==> config.mk <==
export PLATFORM = sky130hd
export DESIGN_NAME = deq_ram
export DESIGN_NICKNAME = d
export VERILOG_FILES = /design/src/design/deq_ram.sv
export SDC_FILE = /design/constraint.sdc
export NUM_CORES = 1
export LEC_CHECK = 0
export BUFFER_PORTS_ARGS = -buffer_cell sky130_fd_sc_hd__buf_2
export CAP_MARGIN = 20
export CORE_MARGIN = 2
export CORE_UTILIZATION = 40
export CTS_BUF_LIST = sky130_fd_sc_hd__clkbuf_8
export DETAILED_ROUTE_END_ITERATION = 7
export SETUP_SLACK_MARGIN = 0.15
export SLEW_MARGIN = 10
export SYNTH_ARGS = -nofsm -noshare
export SYNTH_HDL_FRONTEND = slang
export SYNTH_SLANG_ARGS = --single-unit
==> constraint.sdc <==
create_clock -name clk -period 2.25 [get_ports clk]
set_input_delay 0.45 -clock clk [delete_from_list [all_inputs] [get_ports clk]]
set_output_delay 0.45 -clock clk [all_outputs]
set_load 0.01 [all_outputs]
==> src/design/deq_ram.sv <==
// Generic single-clock RAM: one write port, one read port, registered read.
// No dependencies.
module deq_ram #(
	parameter int WIDTH = 8,
	parameter int DEPTH = 16
) (
	input  logic                     clk,
	input  logic                     we,
	input  logic [$clog2(DEPTH)-1:0] waddr,
	input  logic [WIDTH-1:0]         wdata,
	input  logic                     re,
	input  logic [$clog2(DEPTH)-1:0] raddr,
	output logic [WIDTH-1:0]         rdata
);

	logic [WIDTH-1:0] mem [DEPTH];

	always_ff @(posedge clk) begin
		if (we) begin
			mem[waddr] <= wdata;
		end
		if (re) begin
			rdata <= mem[raddr];
		end
	end

endmodule
==> results.md <==
* Required @ worst endpoint at 2.42 ns
* P&R area growth vs syn at 17.35%
* LEAKAGE at 0.002078 uW
* Final period util at 73.73%
* Worst R2R End: rdata[5]$_DFFE_PP_
* Initial cell density of the core at 41.26%
* Ant diodes at 0
* Worst-margin pin slew at 0.4227 ns
* Internal Power at 4051 uW
* Multi-input logic area at 1057 sq um
* Hold buffer count at cts at 0
* FF-to-FF setup slack at 0.70 ns
* Post-DP HPWL at 6.847 mm
* Comb power frac at 5.4%
* Minimum clock period at 1.659 ns
* Most frequent cells in the layout: 136 x edfxtp_1, 26 x buf_2, 23 x buf_4, 18 x mux4_2, 17 x clkbuf_8
* Maximum clock insertion buffer count at 2
* TritonCTS Buffers at 17
* Yosys reg bits at 136
* Buffers on Ports at 26
* Worst min-delay path class: input pin to register
* Synthesized instance count at 229
* Hold Path Depth at 1
* Site row count at 41
* RSZ-0062 raised after global routing: no
* DIE WIDTH at 118.3 um
* Nets at 310
* PD cells at 831.9 nW/um^2
* Post-Syn Nets at 248
* CP peak stage delay at 0.49 ns
* Worst-Skew Late Latency at 0.43 ns
* Worst slew margin at 71.82%
* Die Ht at 118.3 um
* Clock transition at path regs at 0.07 ns
* ANT nets after route at 0
* Number of distinct library cells after synthesis at 18
* Fill count at 1019
* Setup TNS at 0 ns
* Setup crit end kind: register
* Peak supply drop at 0.3670 mV
* Met3 Routed Length at 525 um
* Status: completed
* Routed WL at 10.21 mm
* Reg power frac at 56.2%
* Vias at 2501
* Post-CTS Setup Bufs at 0
* Net Sw Power at 1053 uW
* Core Box Area at 12670 sq um
* Number of global-route vias before repair at 2643
* Setup crit start kind: input pin
* Final setup fails at 0
* R2R Path Start: mem[2][5]$_DFFE_PP_
* Clock power share at 38.4%
* Warnings from Yosys at 0
* Wire length on met1 at 4.491 mm
* CTS tree: built
* WL met2 at 5.019 mm
* Max Clk Rate at 602.8 MHz
* Synth Area per Inst at 22.83 sq um
* Max-Cap Viols at 0
* I/O pin cnt at 27
* CTS Sinks at 136
* Cts repair resizes at 0
* Placed cell area at 5739 sq um
* Destination of the worst hold path: rdata[2]$_DFFE_PP_
* Max Slew Vio Count at 0
* CP max FO at 8
* WHS at 0.4034 ns
* Worst Hold Launch: re
* Final Hold Vio Count at 0
* CP max stage cell: mux4_2
* Clock Skew at 0.007887 ns
* Htree depth at 4
* DR iter-0 viols at 174
* Layout cells sized above 1 at 33.55%
* Initial antenna violation count at 0
* Worst R2R Path Depth at 3
* Number of remaining DRC errors at 0
* TritonRoute pass-1 iters at 4
* Sw Ratio at 20.63%
* Largest net degree at the start of global routing at 22
* Root Driver: clkbuf_8
* Worst path cell trace: buf_2 > buf_12 > mux4_2 > a22oi_1 > nand2_1
* Critical path class: input pin to register
* Grt ovf at 0
* GRT Util Overall at 15.95%
* GP Congestion at 0.7303
* Sequential Area at 4084 sq um
* Uppermost layer routed: met4
* Commonest non-fill, non-tap cell in the layout: edfxtp_1
* First-pass GRT wire length at 15.77 mm
* WP data arrival at 1.83 ns
* Die area at 14000 sq um
* Via/cell ratio at 5.254
* Final Cell Area at 6135 sq um
* Register area share after synthesis at 78.12%
* Wire per inst at 21.45 um
* Mapped cell area at 5228 sq um
[power by group through the flow]
stage,clock (uW),combinational (uW),sequential [uW]
after detailed placement,0,283,2930
after CTS,2000,283,2870
final,1960,278,2870
after global routing,2100,304,2870
after floorplan,0,144,2920
after global placement,0,277,2920
[critical path, delay by kind of cell]
kind | cells | cell delay (ns)
mux | 1 | 0.49
buf+inv | 2 | 0.47
compound gates | 1 | 0.33
simple gates | 1 | 0.10
[per-layer routing]
layer,up-vias,global-route usage (%)
li1,1106,-
met1,1311,21.39
met2,69,24.75
met3,15,4.440
met4,0,6.476
met5,-,0
[logic make-up (layout without fill, tap and decap cells)]
group	count (synthesis)	after routing	synth area share [%]
flip-flops	136	136	78.12
AND/OR/NAND/NOR	35	35	3.136
multiplexers	32	32	14.79
AO/OA/AOI/OAI	16	16	2.298
buffers and inverters	10	85	1.651
[cells in the mapped netlist (all sizes together)]
cell type / count / area share, %
a22oi: 16 / 2.3
nand3: 1 / 0.096
nand3b: 2 / 0.29
nor2b: 1 / 0.12
nor3: 4 / 0.38
and2b: 1 / 0.14
and2: 1 / 0.12
edfxtp: 136 / 78
buf: 7 / 1.1
nand2: 9 / 0.65
clkdlybuf4s25: 3 / 0.57
or3b: 1 / 0.17
nor2: 13 / 0.93
nand2b: 2 / 0.24
mux4: 32 / 15
[sequential cells by signal, indices dropped and copies added (netlist names)]
register,cells
mem,128
rdata,8
[worst max-delay path by stage]
stage	start	cells past startpoint	to	slack (ns)
detailed placement	raddr[0]	5	rdata[6]$_DFFE_PP_	0.12
floorplan	waddr[2]	2	mem[0][0]$_DFFE_PP_	0.31
finish	raddr[0]	5	rdata[7]$_DFFE_PP_	0.59
global route	raddr[0]	5	rdata[2]$_DFFE_PP_	0.50
global placement	raddr[0]	5	rdata[6]$_DFFE_PP_	0.11
CTS	raddr[0]	5	rdata[6]$_DFFE_PP_	0.59
[cell type report]
cell class                      count  share of cell area, %
Timing Repair Buffer               53                  6.241
Clock inverter                     15                  2.631
Multi-Input combinational cell     83                  17.23
Sequential cell                   136                  66.57
Tap cell                          172                  3.508
Clock buffer                       17                  3.814
[stage by stage]
step                util [%]  total power [uW]  instances  setup WS (ns)
floorplan                  -              3068        229         0.3071
global placement       45.29              3201        444         0.1149
detailed placement     45.29              3208        444         0.1208
CTS                    48.42              5148        476         0.5940
global route           48.42              5274        476         0.4971
finish                 48.42              5104        476         0.5911
No activity file was read; power rests on OpenSTA's default activity.
